`config.mk`:
```
export PLATFORM = sky130hd
export DESIGN_NAME = timezone_date_adjust_core
export DESIGN_NICKNAME = d
export VERILOG_FILES = /design/src/sv/tda_pkg.sv /design/src/sv/tda_hour_stage.sv /design/src/sv/tda_len_stage.sv /design/src/sv/tda_date_stage.sv /design/src/sv/timezone_date_adjust_core.sv
export SDC_FILE = /design/constraint.sdc
export NUM_CORES = 1
export LEC_CHECK = 0
export BUFFER_PORTS_ARGS = -buffer_cell sky130_fd_sc_hd__buf_2
export CORE_AREA = 5 5 128 130
export CTS_CLUSTER_SIZE = 16
export DETAILED_ROUTE_END_ITERATION = 7
export DIE_AREA = 0 0 133 135
export PLACE_DENSITY = 0.75
export SYNTH_ARGS = -nofsm -noshare
export SYNTH_HDL_FRONTEND = slang
export SYNTH_SLANG_ARGS = --single-unit
```
`constraint.sdc`:
```
create_clock -name clk -period 15.1 [get_ports clk]
set_input_delay 4.53 -clock clk [delete_from_list [all_inputs] [get_ports clk]]
set_output_delay 4.53 -clock clk [all_outputs]
set_load 0.01 [all_outputs]
```
`src/sv/tda_pkg.sv`:
```
// Shared types, constants and calendar helpers for the time zone date adjuster.
`timescale 1ns / 1ps
`default_nettype none

package tda_pkg;

  // Configuration register indexes
  localparam logic CFG_OFFSET_HOURS = 1'b0;
  localparam logic CFG_EAST_OF_UTC  = 1'b1;
  localparam int   CFG_DATA_W       = 4;

  // Calendar constants
  localparam logic [5:0]  HOURS_PER_DAY = 6'd24;
  localparam logic [3:0]  MAX_OFFSET    = 4'd12;
  localparam logic [13:0] YEAR_TOP      = 14'd9999;
  localparam logic [3:0]  MONTH_JAN     = 4'd1;
  localparam logic [3:0]  MONTH_FEB     = 4'd2;
  localparam logic [3:0]  MONTH_DEC     = 4'd12;
  localparam logic [4:0]  DAYS_LONG     = 5'd31;
  localparam logic [4:0]  DAYS_SHORT    = 5'd30;
  localparam logic [4:0]  DAYS_FEB      = 5'd28;
  localparam logic [4:0]  DAYS_FEB_LEAP = 5'd29;

  // Divisibility by 25 on a 14-bit year: multiply by the inverse of 25
  // modulo 2^14; the low 14 bits fall at or below 16383/25 exactly for multiples.
  localparam logic [13:0] INV25     = 14'd7209;
  localparam logic [13:0] DIV25_MAX = 14'd655;

  typedef struct packed {
    logic [13:0] year_in;
    logic [3:0]  month_in;
    logic [4:0]  day_in;
    logic [4:0]  hour_in;
    logic [5:0]  minute_in;
    logic [5:0]  second_in;
  } tda_in_t;

  typedef struct packed {
    logic [13:0] year_out;
    logic [3:0]  month_out;
    logic [4:0]  day_out;
    logic [4:0]  hour_out;
    logic [5:0]  minute_out;
    logic [5:0]  second_out;
    logic        applied;
  } tda_out_t;

  // After the hour stage
  typedef struct packed {
    logic [13:0] year;
    logic [3:0]  month;
    logic [4:0]  day;
    logic [4:0]  hour;
    logic [5:0]  minute;
    logic [5:0]  second;
    logic        applied;
    logic        east;
    logic        roll;
    logic [13:0] year_prod;
  } tda_s1_t;

  // After the month length stage
  typedef struct packed {
    logic [13:0] year;
    logic [3:0]  month;
    logic [4:0]  day;
    logic [4:0]  hour;
    logic [5:0]  minute;
    logic [5:0]  second;
    logic        applied;
    logic        east;
    logic        roll;
    logic        wrap_fwd;
    logic [4:0]  prev_len;
  } tda_s2_t;

  // Length of month m; months outside 1..12 read as long months
  function automatic logic [4:0] month_days(input logic [3:0] m, input logic leap);
    logic [4:0] len;
    case (m) inside
      MONTH_FEB:                 len = leap ? DAYS_FEB_LEAP : DAYS_FEB;
      4'd4, 4'd6, 4'd9, 4'd11:   len = DAYS_SHORT;
      default:                   len = DAYS_LONG;
    endcase
    return len;
  endfunction

endpackage

`default_nettype wire

```
`src/sv/tda_hour_stage.sv`:
```
// First pipeline stage: hour shift, day carry or borrow, and the year product.
`timescale 1ns / 1ps
`default_nettype none

module tda_hour_stage (
  input  wire logic             clk,
  input  wire logic             rst_n,
  input  wire logic             up_valid,
  output logic                  up_ready,
  input  wire tda_pkg::tda_in_t up_data,
  input  wire logic [3:0]       offset_hours,
  input  wire logic             east_of_utc,
  output logic                  dn_valid,
  input  wire logic             dn_ready,
  output tda_pkg::tda_s1_t      dn_data
);
  import tda_pkg::*;

  logic    valid_r;
  tda_s1_t data_r;
  tda_s1_t data_nxt;

  logic [5:0]  sum_fwd;
  logic        carry;
  logic        borrow;
  logic        apply;
  logic        month_ok;
  logic [13:0] prod_lo;

  // Hour arithmetic and the per-item decisions
  always_comb begin
    apply    = (offset_hours != 4'd0) && (offset_hours <= MAX_OFFSET);
    month_ok = (up_data.month_in >= MONTH_JAN) && (up_data.month_in <= MONTH_DEC);
    sum_fwd  = {1'b0, up_data.hour_in} + {2'b00, offset_hours};
    carry    = (sum_fwd >= HOURS_PER_DAY);
    borrow   = (up_data.hour_in < {1'b0, offset_hours});
    prod_lo  = up_data.year_in * INV25;

    data_nxt.year      = up_data.year_in;
    data_nxt.month     = up_data.month_in;
    data_nxt.day       = up_data.day_in;
    data_nxt.minute    = up_data.minute_in;
    data_nxt.second    = up_data.second_in;
    data_nxt.applied   = apply;
    data_nxt.east      = east_of_utc;
    data_nxt.year_prod = prod_lo;
    data_nxt.hour      = up_data.hour_in;
    data_nxt.roll      = 1'b0;
    if (apply) begin
      if (east_of_utc) begin
        data_nxt.hour = carry ? 5'(sum_fwd - HOURS_PER_DAY) : sum_fwd[4:0];
        data_nxt.roll = carry && month_ok;
      end else begin
        data_nxt.hour = borrow ? 5'(up_data.hour_in + 5'(HOURS_PER_DAY) - {1'b0, offset_hours})
                               : 5'(up_data.hour_in - {1'b0, offset_hours});
        data_nxt.roll = borrow && month_ok;
      end
    end
  end

  // Advance when the next stage can take the transfer or this one is empty
  assign up_ready = !valid_r || dn_ready;

  always_ff @(posedge clk) begin
    if (!rst_n) begin
      valid_r <= 1'b0;
    end else if (up_ready) begin
      valid_r <= up_valid;
    end
  end

  always_ff @(posedge clk) begin
    if (up_ready && up_valid) begin
      data_r <= data_nxt;
    end
  end

  assign dn_valid = valid_r;
  assign dn_data  = data_r;

endmodule

`default_nettype wire

```
`src/sv/tda_len_stage.sv`:
```
// Second pipeline stage: leap year test, month lengths and the day wrap decision.
`timescale 1ns / 1ps
`default_nettype none

module tda_len_stage (
  input  wire logic             clk,
  input  wire logic             rst_n,
  input  wire logic             up_valid,
  output logic                  up_ready,
  input  wire tda_pkg::tda_s1_t up_data,
  output logic                  dn_valid,
  input  wire logic             dn_ready,
  output tda_pkg::tda_s2_t      dn_data
);
  import tda_pkg::*;

  logic    valid_r;
  tda_s2_t data_r;
  tda_s2_t data_nxt;

  logic       div25;
  logic       leap;
  logic [4:0] cur_len;
  logic [3:0] prev_month;

  // Gregorian leap test on the full year, then both candidate month lengths
  always_comb begin
    div25      = (up_data.year_prod <= DIV25_MAX);
    leap       = (up_data.year[1:0] == 2'b00) && (!div25 || (up_data.year[3:0] == 4'd0));
    cur_len    = month_days(up_data.month, leap);
    prev_month = up_data.month - 4'd1;

    data_nxt.year     = up_data.year;
    data_nxt.month    = up_data.month;
    data_nxt.day      = up_data.day;
    data_nxt.hour     = up_data.hour;
    data_nxt.minute   = up_data.minute;
    data_nxt.second   = up_data.second;
    data_nxt.applied  = up_data.applied;
    data_nxt.east     = up_data.east;
    data_nxt.roll     = up_data.roll;
    data_nxt.wrap_fwd = (up_data.day >= cur_len);
    data_nxt.prev_len = month_days(prev_month, leap);
  end

  assign up_ready = !valid_r || dn_ready;

  always_ff @(posedge clk) begin
    if (!rst_n) begin
      valid_r <= 1'b0;
    end else if (up_ready) begin
      valid_r <= up_valid;
    end
  end

  always_ff @(posedge clk) begin
    if (up_ready && up_valid) begin
      data_r <= data_nxt;
    end
  end

  assign dn_valid = valid_r;
  assign dn_data  = data_r;

endmodule

`default_nettype wire

```
`src/sv/tda_date_stage.sv`:
```
// Last pipeline stage: apply the day, month and year roll into the output register.
`timescale 1ns / 1ps
`default_nettype none

module tda_date_stage (
  input  wire logic             clk,
  input  wire logic             rst_n,
  input  wire logic             up_valid,
  output logic                  up_ready,
  input  wire tda_pkg::tda_s2_t up_data,
  output logic                  dn_valid,
  input  wire logic             dn_ready,
  output tda_pkg::tda_out_t     dn_data
);
  import tda_pkg::*;

  logic     valid_r;
  tda_out_t data_r;
  tda_out_t data_nxt;

  // Roll the date forward or back by one day where the hour crossed midnight
  always_comb begin
    data_nxt.year_out   = up_data.year;
    data_nxt.month_out  = up_data.month;
    data_nxt.day_out    = up_data.day;
    data_nxt.hour_out   = up_data.hour;
    data_nxt.minute_out = up_data.minute;
    data_nxt.second_out = up_data.second;
    data_nxt.applied    = up_data.applied;
    if (up_data.roll) begin
      if (up_data.east) begin
        if (!up_data.wrap_fwd) begin
          data_nxt.day_out = up_data.day + 5'd1;
        end else begin
          data_nxt.day_out = 5'd1;
          if (up_data.month == MONTH_DEC) begin
            data_nxt.month_out = MONTH_JAN;
            data_nxt.year_out  = (up_data.year >= YEAR_TOP) ? 14'd0 : up_data.year + 14'd1;
          end else begin
            data_nxt.month_out = up_data.month + 4'd1;
          end
        end
      end else begin
        if (up_data.day > 5'd1) begin
          data_nxt.day_out = up_data.day - 5'd1;
        end else if (up_data.month == MONTH_JAN) begin
          data_nxt.month_out = MONTH_DEC;
          data_nxt.day_out   = DAYS_LONG;
          data_nxt.year_out  = (up_data.year == 14'd0) ? YEAR_TOP : up_data.year - 14'd1;
        end else begin
          data_nxt.month_out = up_data.month - 4'd1;
          data_nxt.day_out   = up_data.prev_len;
        end
      end
    end
  end

  assign up_ready = !valid_r || dn_ready;

  always_ff @(posedge clk) begin
    if (!rst_n) begin
      valid_r <= 1'b0;
    end else if (up_ready) begin
      valid_r <= up_valid;
    end
  end

  always_ff @(posedge clk) begin
    if (up_ready && up_valid) begin
      data_r <= data_nxt;
    end
  end

  assign dn_valid = valid_r;
  assign dn_data  = data_r;

endmodule

`default_nettype wire

```
`src/sv/timezone_date_adjust_core.sv`:
```
// Top level of the time zone date adjuster: config registers and the three-stage pipeline.
//
//  channel  | ports                          | direction | transfer when
//  ---------+--------------------------------+-----------+---------------------------
//  input    | in_valid, in_stall, in_data    | in        | in_valid && !in_stall
//  result   | out_valid, out_stall, out_data | out       | out_valid && !out_stall
//  config   | cfg_wr_en, cfg_index, cfg_wdata| in        | cfg_wr_en
//
//  One item enters per cycle while in_stall is low; its result is registered through
//  the hour, length and date stages before it is offered on out_valid.
//  The three stages are hour shift, month length and date roll.
//  Synchronous active-low reset empties the pipeline and loads offset 8, east.
//  A stall on the result side holds each full stage; empty stages still fill,
//  so in_stall rises only when every stage holds an item.
`timescale 1ns / 1ps
`default_nettype none

module timezone_date_adjust_core (
  input  wire logic                         clk,
  input  wire logic                         rst_n,
  input  wire logic                         in_valid,
  output logic                              in_stall,
  input  wire tda_pkg::tda_in_t             in_data,
  output logic                              out_valid,
  input  wire logic                         out_stall,
  output tda_pkg::tda_out_t                 out_data,
  input  wire logic                         cfg_wr_en,
  input  wire logic                         cfg_index,
  input  wire logic [tda_pkg::CFG_DATA_W-1:0] cfg_wdata
);
  import tda_pkg::*;

  logic [3:0] offset_hours_r;
  logic       east_of_utc_r;

  logic    s1_ready;
  logic    s1_valid;
  tda_s1_t s1_data;
  logic    s2_ready;
  logic    s2_valid;
  tda_s2_t s2_data;
  logic    s3_ready;

  // Decode configuration writes
  always_ff @(posedge clk) begin
    if (!rst_n) begin
      offset_hours_r <= 4'd8;
      east_of_utc_r  <= 1'b1;
    end else if (cfg_wr_en) begin
      unique case (cfg_index)
        CFG_OFFSET_HOURS: offset_hours_r <= cfg_wdata[3:0];
        CFG_EAST_OF_UTC:  east_of_utc_r  <= cfg_wdata[0];
        default:          offset_hours_r <= offset_hours_r;
      endcase
    end
  end

  tda_hour_stage u_hour (
    .clk          (clk),
    .rst_n        (rst_n),
    .up_valid     (in_valid),
    .up_ready     (s1_ready),
    .up_data      (in_data),
    .offset_hours (offset_hours_r),
    .east_of_utc  (east_of_utc_r),
    .dn_valid     (s1_valid),
    .dn_ready     (s2_ready),
    .dn_data      (s1_data)
  );

  tda_len_stage u_len (
    .clk      (clk),
    .rst_n    (rst_n),
    .up_valid (s1_valid),
    .up_ready (s2_ready),
    .up_data  (s1_data),
    .dn_valid (s2_valid),
    .dn_ready (s3_ready),
    .dn_data  (s2_data)
  );

  tda_date_stage u_date (
    .clk      (clk),
    .rst_n    (rst_n),
    .up_valid (s2_valid),
    .up_ready (s3_ready),
    .up_data  (s2_data),
    .dn_valid (out_valid),
    .dn_ready (!out_stall),
    .dn_data  (out_data)
  );

  // Stall the input only when the first stage is full and cannot drain
  assign in_stall = !s1_ready;

`ifndef ASSERT_OFF
  // An empty first stage always takes a transfer
  a_empty_accepts: assert property (@(posedge clk) disable iff (!rst_n)
    !s1_valid |-> !in_stall)
    else $error("input stalled with first stage empty");

  // A date roll only happens when the offset is applied
  a_roll_applied: assert property (@(posedge clk) disable iff (!rst_n)
    (s1_valid && s1_data.roll) |-> s1_data.applied)
    else $error("date roll without applied offset");

  // A held middle stage keeps its item
  a_mid_hold: assert property (@(posedge clk) disable iff (!rst_n)
    (s2_valid && !s3_ready) |=> (s2_valid && $stable(s2_data)))
    else $error("middle stage lost or changed a held item");
`endif

endmodule

`default_nettype wire
```
Yosys cells after proc, flatten, opt, wreduce, memory -nomap -nowiden
Index checks and enable logic that the tools add are counted.

Logic and storage cells: 116. Register bits: 155.

Magnitude comparators: 9. Add/sub/neg operators: 12. Equal/unequal tests: 12. Muxes and demuxes: 22. Reductions and logical operators: 26. $mul: 1. Bitwise operators: 1.

Operator list (count): $mux W14 (4); $mux W23 (2); $mux W5 (8); $mux W18 (2); $eq A4 B4 Y1 const B (5); $eq A4 B3 Y1 const B (4); $add A14 B1 Y14 const B (1); $ge A14 B14 Y1 const B (1); $le A14 B10 Y1 const B (1); $logic_not A14 Y1 (1); $mul A14 B13 Y14 const B (1); $sub A14 B1 Y14 const B (1); $sub A5 B4 Y5 (2); $mux W9 (1); $eq A4 B2 Y1 const B (2); $le A4 B4 Y1 const B (2); $logic_and A1 B1 Y1 (8); $reduce_or A4 Y1 (2); $sub A4 B1 Y4 const B (2); $add A5 B4 Y6 (1); $ge A6 B5 Y1 const B (1); $logic_not A1 Y1 (6); $add A5 B1 Y5 const B (1); $add A5 B5 Y5 const B (1); 16 further kinds (23).

Longest topological paths before layout
Gate-level depths: netlist of the first run.

Depth in word-level cells: 7. Depth in mapped cells: 13.

Modules after synthesis
Synthesis of the first run repeated with hierarchy kept, for this count alone.

Cell total of the unflattened synthesis: 699. Area total of the unflattened synthesis: 8252.9 um2.

By module, submodules not included: tda_hour_stage (times used 1, cells an instance 285, area each 3542.1 um2); tda_date_stage (times used 1, cells an instance 312, area each 2864.0 um2); tda_len_stage (times used 1, cells an instance 78, area each 1629.1 um2); timezone_date_adjust_core (times used 1, cells an instance 24, area each 217.7 um2).

Worst setup path after synthesis of the first run
OpenSTA, ideal clock, no wires.

Path type: input-to-output. Start: in out_stall. End: out in_stall. Slack: 5.666 ns. Stages: 2. Data required time: 10.570 ns. Data arrival time: 4.904 ns. Path through: and3_1 and2_1.

Word-level cells in the longest chain between the ends: 5.

RTL lines: start, declared (line timezone_date_adjust_core.sv:25) `input wire logic out_stall,`; $logic_not A1 Y1 (line timezone_date_adjust_core.sv:89) `.dn_ready (!out_stall),`; $logic_or A1 B1 Y1 (line tda_date_stage.sv:58) `assign up_ready = !valid_r || dn_ready;`; $logic_or A1 B1 Y1 (line tda_len_stage.sv:46) `assign up_ready = !valid_r || dn_ready;`; $logic_or A1 B1 Y1 (line tda_hour_stage.sv:62) `assign up_ready = !valid_r || dn_ready;`; $logic_not A1 Y1 (line timezone_date_adjust_core.sv:94) `assign in_stall = !s1_ready;`; end, declared (line timezone_date_adjust_core.sv:22) `output logic in_stall,`.

Every way passes these cells.

Worst setup path in the final report of the first run
Same ends and word-level chain as after synthesis.

==> run summary, run 1 <==
Grt ovf -> 0
Vias in the first global route -> 5623
Min-Delay Path Class -> flip-flop to flip-flop
H-tree depth -> 4
WP data required -> 10.57 ns
Total Die Area -> 18000 um^2
Ys async rst share -> 0%
Static Leakage -> 0.00361 uW
FF+latch count, synth -> 148
Crit Path Max Fanout -> 3
Post-Syn Area -> 8090 um^2
Routed wire length -> 16.1 mm
Slew @ Worst Pin -> 1.21 ns
Horiz. Die Dim -> 133 um
Post-route ant nets -> 0
Final nets -> 898
DIE HEIGHT -> 135 um
Initial antenna violation count -> 0
Unique cell type count in the Yosys netlist -> 62
CP endpoint kind -> output port
Commonest non-fill, non-tap cell in the layout -> edfxtp_1
TNS Setup -> 0 ns
First-pass GRT wire length -> 27.2 mm
CTS tree -> built
Syn_area_per_cell -> 11.8 um^2
EDFF count, synth -> 140
Post-CTS setup buffers -> 0
Relative slew slack -> 19.1%
Vias -> 5595
Max cap viols -> 0
Inserted Diodes -> 0
Post-CTS Hold Fix Bufs -> 0
Clk sinks -> 148
Hold depth -> 0
PwrDens -> 116 nW/um^2
Drt initial violations -> 492
Minimum clock period -> 9.84 ns
Type of origin of the critical path -> input port
Synth warn -> 0
IO Port Bufs -> 92
Routability cong. -> 0.950
VDD IR max -> 0.0757 mV
Most frequent cells in the layout -> edfxtp_1 (140), buf_2 (92), inv_1 (63)
Run status -> complete, no violations
Largest net degree at the start of global routing -> 54
Fin crit share -> 65.2%
Post-Syn Nets -> 815
Clk buf depth -> 2
RSZ-0062 raised after global routing -> false
Resize count post-CTS -> 0
Residual DRC -> 0
Pwr Total -> 1080 uW
Post-synth top flop -> edfxtp_1
Crit path DAT -> 5.31 ns
Sequential area share after synthesis -> 53.9%
Fill count -> 1189
Final hold violations -> 0
Worst Reg-to-Reg Cells -> 8
Final Skew -> 0.0126 ns
Post-DR wirelength/cell -> 16.5 um
Fmax -> 102 MHz
Mapped Cells -> 688
Max Slew Vio Count -> 0
Share of layout cells above drive strength 1 -> 17.5%
Drt pass-1 iters -> 5
Top Ports -> 93
Clock root cell -> clkbuf_16
Tot GR Track Use -> 18.7%
Endpoints failing setup -> 0
Dpl hpwl -> 11.8 mm
Worst skew pair latency -> 0.42 ns
CP Class -> input port to output port
Via-per-instance ratio -> 5.76
Clock transition at path regs -> 0.06 ns
P&R area growth vs syn -> 14.4%
Initial core utilization -> 53.8%
Number of CTS-inserted buffers -> 17
Rows -> 45
Core Region -> 15000 um^2
-- synth_stat cells, types with 4 or more instances --
library cell	n	area (um^2)
nand3_1	24	120
edfxtp_1	140	4200
nand2b_1	5	31.3
o211ai_1	5	37.5
dfxtp_1	8	160
fa_1	16	320
and3_1	7	43.8
nor2_1	46	173
a21oi_1	36	180
nor4_1	6	37.5
nand2_1	33	124
a22oi_1	6	45.0
inv_1	63	236
xor2_1	6	52.6
a221oi_1	4	35.0
xnor2_1	19	166
a21boi_0	4	30.0
nand4_1	11	68.8
nor2b_1	9	56.3
o21bai_1	4	30.0
clkbuf_1	23	86.3
nor3_1	21	105
ha_1	61	763
or3_1	4	25.0
mux2i_1	7	70.1
a31oi_1	12	75.1
o21a_1	4	30.0
o21ai_0	32	160
nor3b_1	5	37.5
-- logic make-up (layout without fill, tap and decap cells) --
family | Yosys count | count (layout) | synth area share (%)
fa+ha+maj | 77 | 77 | 13.4
buf+inv | 94 | 189 | 4.59
simple gates | 189 | 189 | 12.4
flops | 148 | 148 | 53.9
compound gates | 145 | 145 | 11.7
mux | 10 | 10 | 1.28
xor+xnor | 25 | 25 | 2.71
-- worst paths after layout --
kind	start	end	slack, ns
setup / recovery	out_stall	in_stall	5.26
hold / removal	u_hour.dn_data[31]	u_len.dn_data[23]	0.41
setup reg to reg	u_len.dn_data[32]	u_date.dn_data[37]	12.00
hold reg to reg	u_hour.dn_data[31]	u_len.dn_data[23]	0.41
-- layout make-up --
type	instances	area (um^2)	area share, %
clock inverters	14	129	1.39
multi-input cells	446	3380	36.5
inverters	63	236	2.56
repair buffers	95	483	5.22
well taps	188	235	2.54
clock buffers	17	425	4.60
flip-flops and latches	148	4360	47.2
-- where the power goes --
group          switching [uW]  internal (uW)  total (uW)
Combinational            95.1           78.5         174
Clock                     164            228         391
Sequential               17.9            492         510
-- through the flow --
stage	setup slack, ns	utilization, %	instance area, um^2	hold WS [ns]	instances
after global placement	5.30	57.9	8700	0.400	940
after floorplan	5.67	-	8090	0.400	688
after global routing	5.21	61.6	9260	0.425	971
after detailed placement	5.26	57.9	8700	0.405	940
after CTS	5.25	61.6	9260	0.417	971
final	5.26	61.6	9260	0.414	971
-- per-layer routing --
metal	routed length (um)	up-vias	part of all wire [%]	global-route usage [%]
li1	-	2725	-	-
met1	6820	2610	42	23.7
met2	8020	228	50	31.3
met3	956	32	6.0	4.69
met4	256	0	1.6	6.99
met5	0	-	0	0
-- registers in the layout (all words and copies together) (netlist names) --
name and flops:
u_date.dn_valid 1, u_date.dn_data 41, u_hour.dn_data 53, offset_hours_r 4, east_of_utc_r 1, u_len.dn_data 46
u_hour.dn_valid 1, u_len.dn_valid 1
-- worst max-delay path, cell delays in order --
cell	delay, ns
buf_2	0.12
and3_1	0.25
and2_1	0.24
buf_2	0.16
(Power assumes the default switching activity.)
==> run 2, diff against run 1 <==
--- a/config.mk
+++ b/config.mk
@@ -5,12 +5,13 @@
 export SDC_FILE = /design/constraint.sdc
 export NUM_CORES = 1
 export LEC_CHECK = 0
+export ABC_AREA = 1
 export BUFFER_PORTS_ARGS = -buffer_cell sky130_fd_sc_hd__buf_2
-export CORE_AREA = 5 5 128 130
+export CORE_AREA = 5 5 130 132
 export CTS_CLUSTER_SIZE = 16
 export DETAILED_ROUTE_END_ITERATION = 7
-export DIE_AREA = 0 0 133 135
-export PLACE_DENSITY = 0.75
+export DIE_AREA = 0 0 135 137
+export PLACE_DENSITY = 0.77
 export SYNTH_ARGS = -nofsm -noshare
 export SYNTH_HDL_FRONTEND = slang
 export SYNTH_SLANG_ARGS = --single-unit
==> constraint.sdc (replaced) <==
create_clock -name clk -period 8.2 [get_ports clk]
set_input_delay 2.46 -clock clk [delete_from_list [all_inputs] [get_ports clk]]
set_output_delay 2.46 -clock clk [all_outputs]
set_load 0.01 [all_outputs]
==> run 2 against run 1 <==
Effect of this change:
- die area is 3.0% higher
- clock skew is 0.0025 ns lower
- power is 89% higher
- routed wire length is 0.38% higher
- first-iteration DRC count is 9.8% higher
- area after synthesis is 2.5% higher
- core utilization is 0.23 points lower
- design area is 3.4% higher
- critical path depth is 2 higher
- setup slack worse by 2.8 ns
- combinational power is 89% higher
- largest power group unchanged
- clock power is 98% higher
==> run summary, run 2 <==
Run status -> complete, no violations
Crit path DAT -> 3.28 ns
Relative slew slack -> 49.6%
Type of origin of the critical path -> input port
Post-Syn Nets -> 918
Top Ports -> 93
CP endpoint kind -> output port
Post-Syn Area -> 8290 um^2
FF+latch count, synth -> 148
PwrDens -> 212 nW/um^2
Top-count cell post-synth -> edfxtp_1
Final hold violations -> 0
Drt initial violations -> 540
First-pass GRT wire length -> 26.5 mm
Dpl hpwl -> 12.1 mm
Number of CTS-inserted buffers -> 17
TNS Setup -> 0 ns
Synth top area share -> 50.7%
Synth warn -> 0
Inserted Diodes -> 0
Worst Setup SP -> out_stall
Worst Reg-to-Reg Cells -> 6
Min-Delay Path Class -> flip-flop to flip-flop
CP Class -> input port to output port
Horiz. Die Dim -> 135 um
Resize count post-CTS -> 0
Reg2reg start -> u_len.dn_data[7]
Static Leakage -> 0.00414 uW
Largest net degree at the start of global routing -> 54
Initial antenna violation count -> 1
Final Skew -> 0.0101 ns
VDD IR max -> 0.140 mV
Tot GR Track Use -> 18.1%
HP Start -> u_len.dn_data[22]
R2r setup slk -> 5.89 ns
Via-per-instance ratio -> 5.15
Share of layout cells above drive strength 1 -> 19.4%
Final nets -> 1016
P&R area growth vs syn -> 15.4%
Clock root cell -> clkbuf_16
Max reg flops -> 53
Crit Path Max Fanout -> 3
Drt pass-1 iters -> 5
Hold path endpoint -> u_date.dn_data[14]
Crit Reg-Reg Endpoint -> u_date.dn_data[21]
WP data required -> 5.74 ns
Initial core utilization -> 53.2%
Post-CTS Hold Fix Bufs -> 0
Routed wire length -> 16.1 mm
Grt ovf -> 0
Clock transition at path regs -> 0.07 ns
Syn_area_per_cell -> 10.5 um^2
Max Slew Vio Count -> 0
Post-synth top flop -> edfxtp_1
Routability cong. -> 0.965
Fin crit share -> 70.0%
IO Port Bufs -> 92
Post-CTS setup buffers -> 0
Slew @ Worst Pin -> 0.755 ns
Biggest area consumer among synthesized cells -> edfxtp_1
Clk buf depth -> 2
Worst hold margin -> 0.417 ns
Unique cell type count in the Yosys netlist -> 40
Synth cell count leaders -> edfxtp_1 (140), nand2_1 (119), inv_1 (107)
Endpoints failing setup -> 0
Mapped Cells -> 791
H-tree depth -> 4
Hold depth -> 0
Commonest non-fill, non-tap cell in the layout -> edfxtp_1
DIE HEIGHT -> 137 um
Clk sinks -> 148
CTS tree -> built
Core Region -> 15600 um^2
Top post-synthesis cells by area -> edfxtp_1 (51%), ha_1 (9.2%), nand2_1 (5.4%)
RSZ-0062 raised after global routing -> false
Post-route ant nets -> 0
Rows -> 46
Most frequent cells in the layout -> edfxtp_1 (140), nand2_1 (119), inv_1 (106)
Max cap viols -> 0
Total Die Area -> 18500 um^2
Vias in the first global route -> 5588
Minimum clock period -> 5.74 ns
Ys async rst share -> 0%
EDFF count, synth -> 140
Post-DR wirelength/cell -> 14.4 um
Fmax -> 174 MHz
Sequential area share after synthesis -> 52.6%
Worst skew pair latency -> 0.42 ns
Vias -> 5756
Residual DRC -> 0
## run 2: cell types whose count changed after synthesis, moves of 10 or more
cell | previous run | this run
clkbuf_1 | 23 | 4
inv_1 | 63 | 107
inv_2 | 0 | 10
nand2_1 | 33 | 119
nand3_1 | 24 | 42
nor2_1 | 46 | 65
nor3_1 | 21 | 11
xor2_1 | 6 | 22
## run 2: final cells by class
cell class	instances	area, um^2
Sequential cell	148	4360
Timing Repair Buffer	96	490
Clock inverter	15	180
Tap cell	216	270
Fill cell	1250	6030
Multi-Input combinational cell	506	3380
Inverter	120	455
Clock buffer	17	425
## run 2: metal layers
metal / vias up / track usage (%) / wire length (um)
met2: 159 / 30.0 / 7840
met1: 2670 / 23.5 / 6950
met5: - / 0 / 13
met4: 2 / 6.27 / 313
met3: 28 / 4.12 / 1000
li1: 2897 / - / -
## run 2: worst max path at each step
stage	to	slack [ns]	cells past startpoint
2_1_floorplan	u_hour.dn_data[13]	2.51	13
3_3_place_gp	u_hour.dn_data[13]	2.23	14
3_5_place_dp	u_hour.dn_data[13]	2.10	14
4_1_cts	in_stall	2.45	6
5_1_grt	in_stall	2.37	6
6_report	in_stall	2.46	6
## run 2: through the flow
step | area, um^2 | std cells | setup slack (ns) | util (%) | total power (uW)
after floorplan | 8290 | 791 | 2.51 | - | 1180
after global placement | 8960 | 1086 | 2.23 | 57.5 | 1250
after detailed placement | 8960 | 1086 | 2.10 | 57.5 | 1270
after CTS | 9570 | 1118 | 2.45 | 61.3 | 2050
after global routing | 9570 | 1118 | 2.37 | 61.3 | 2140
final | 9570 | 1118 | 2.46 | 61.3 | 2030
## run 2: critical path, cell delays in order
cell,delay (ns)
buf_2,0.11
nand2_1,0.07
nor2_1,0.09
inv_1,0.07
nor2_1,0.28
buf_2,0.20
## run 2: cells by family after synthesis
family	Yosys count	share of synthesized area, %
xor gates and xnor gates	32	3.38
buffers and inverters	137	6.82
AOI/OAI and AO/OA	105	7.12
DFF	148	52.6
adders and majority gates	77	13.1
and+or+nand+nor	292	17.0
## run 2: power breakdown
part | total [uW] | internal, uW | leakage [uW] | switching [uW]
Sequential | 925 | 900 | 0.00139 | 25.2
Combinational | 329 | 132 | 0.00246 | 197
Clock | 775 | 438 | 0.000292 | 338
Total | 2030 | 1470 | 0.00414 | 560
==> run 3, diff against run 2 <==
==> constraint.sdc (replaced) <==
create_clock -name clk -period 4.85 [get_ports clk]
set_input_delay 1.455 -clock clk [delete_from_list [all_inputs] [get_ports clk]]
set_output_delay 1.455 -clock clk [all_outputs]
set_load 0.01 [all_outputs]
==> run 3 against run 2 <==
Effect of this change:
- cell count up 0.54%
- worst hold slack lost 0.0080 ns
- sequential power grew 69%
- clock power is 55% higher
- critical path type is now input port to flip-flop
- combinational power grew 72%
- power up 64%
- global-route usage increased by 0.13 points
- via count increased by 0.54%
- setup slack worse by 2.1 ns
- flip-flop and latch count is the same
- routed wire length grew 0.75%
- core utilization down 0.12 points
==> run summary, run 3 (synthesis results as in run 2) <==
Run status -> complete, no violations
Endpoints failing setup -> 0
Critical-path cell with the highest stage delay -> fa_1
Crit Path Max Fanout -> 3
Min-Delay Path Class -> flip-flop to flip-flop
Clk buf depth -> 2
Share of layout cells above drive strength 1 -> 19.6%
Worst skew pair latency -> 0.42 ns
Top Ports -> 93
TNS Setup -> 0 ns
Most frequent cells in the layout -> edfxtp_1 (140), nand2_1 (119), inv_1 (106)
Residual DRC -> 0
Max stage delay on crit path -> 0.53 ns
Routed wire length -> 16.2 mm
Drt initial violations -> 547
Grt ovf -> 0
IO Port Bufs -> 92
Final hold violations -> 0
Largest net degree at the start of global routing -> 34
Fmax -> 221 MHz
Horiz. Die Dim -> 135 um
Vias in the first global route -> 5561
H-tree depth -> 4
Type of origin of the critical path -> input port
Clock root cell -> clkbuf_16
WP data required -> 5.02 ns
Max cap viols -> 0
Clock share of power -> 36.1%
Final Non-Filler Cells -> 1124
Initial core utilization -> 53.2%
Commonest non-fill, non-tap cell in the layout -> edfxtp_1
Number of cells in the design after placement -> 1091
First-pass GRT wire length -> 26.5 mm
P&R area growth vs syn -> 15.2%
Initial antenna violation count -> 2
Routability cong. -> 0.938
Vias -> 5787
Post-CTS Hold Fix Bufs -> 0
Drt pass-1 iters -> 5
CP endpoint kind -> flip-flop
Post-CTS setup buffers -> 0
Critical path, cell by cell -> buf_2 -> inv_1 -> fa_1 -> inv_1 -> ha_1 -> ha_1 -> fa_1 -> fa_1 -> ha_1 -> a21oi_1 -> o21ai_0 -> a21oi_1 -> nand3b_1 -> nand2_1
Number of CTS-inserted buffers -> 17
Dpl hpwl -> 12.3 mm
Static Leakage -> 0.00413 uW
Via-per-instance ratio -> 5.15
Total Die Area -> 18500 um^2
Post-DR wirelength/cell -> 14.4 um
Rows -> 46
Delay-heaviest family, CP -> adder cells
CP Class -> input port to flip-flop
VDD IR max -> 0.249 mV
Sw power -> 913 uW
Sw frac -> 27.4%
Relative slew slack -> 35.7%
Fin crit share -> 93.2%
Sequential share of power -> 46.9%
Buf/Inv on CP -> 3
Tot GR Track Use -> 18.2%
Post-route ant nets -> 0
Clock transition at path regs -> 0.07 ns
Final nets -> 1021
Max reg flops -> 53
Max Slew Vio Count -> 0
Combinational group share of total power -> 17.0%
Core Region -> 15600 um^2
Clk sinks -> 148
Final Skew -> 0.0121 ns
RSZ-0062 raised after global routing -> false
Slew @ Worst Pin -> 0.963 ns
CTS tree -> built
Minimum clock period -> 4.52 ns
Resize count post-CTS -> 0
P_int -> 2420 uW
Crit path DAT -> 4.69 ns
DIE HEIGHT -> 137 um
PwrDens -> 349 nW/um^2
[run 3: cell types whose count changed in the layout (fill, tap and decap cells not counted), moves of 2 or more]
cell      delta
buf_4        +5
clkinv_1     +2
clkinv_8     -2
inv_8        -3
[run 3: worst register-to-register path: cells and delay by family (launching register included)]
| kind | cells | cell delay, ns |
|---|---|---|
| buffers and inverters | 2 | 0.60 |
| flip-flops | 1 | 0.59 |
| AND/OR/NAND/NOR | 1 | 0.48 |
| AO/OA/AOI/OAI | 3 | 0.43 |
[run 3: final cells by class]
class / instances / area [um^2]
well taps: 216 / 270
multi-input cells: 506 / 3380
repair buffers: 101 / 528
diodes: 1 / 2.50
clock buffers: 17 / 425
fillers: 1303 / 6050
flip-flops and latches: 148 / 4360
inverters: 120 / 455
clock inverters: 15 / 121
[run 3: through the flow]
step | setup slack (ns) | utilization (%) | power (uW) | hold WS (ns) | instance area [um^2]
detailed placement | -0.0895 | 57.7 | 2160 | 0.405 | 9000
CTS | 0.342 | 61.2 | 3360 | 0.413 | 9550
floorplan | 0.161 | - | 1990 | 0.400 | 8290
global placement | -0.0222 | 57.7 | 2130 | 0.401 | 9000
global route | 0.168 | 61.2 | 3510 | 0.419 | 9550
finish | 0.330 | 61.2 | 3330 | 0.409 | 9550
[run 3: final timing paths]
path / to / slack, ns / start / cells past startpoint
hold reg to reg: u_len.dn_data[46] / 0.41 / u_hour.dn_data[54] / 0
hold / removal: u_len.dn_data[46] / 0.41 / u_hour.dn_data[54] / 0
setup reg to reg: u_date.dn_data[21] / 2.58 / u_len.dn_data[7] / 6
setup / recovery: u_hour.dn_data[13] / 0.33 / in_data[26] / 14
[run 3: per-layer routing]
layer | vias up | track usage (%) | share of wire, %
met2 | 168 | 29.5 | 49
met4 | 2 | 7.11 | 1.3
met5 | - | 0 | 0.043
li1 | 2900 | - | -
met3 | 18 | 4.04 | 5.4
met1 | 2699 | 24.0 | 44
[run 3: power by group through the flow]
stage | combinational, uW | clock, uW | sequential (uW)
2_1_floorplan | 413 | 0 | 1580
3_3_place_gp | 544 | 0 | 1590
3_5_place_dp | 569 | 0 | 1590
4_1_cts | 573 | 1230 | 1560
5_1_grt | 652 | 1280 | 1570
6_report | 567 | 1200 | 1560
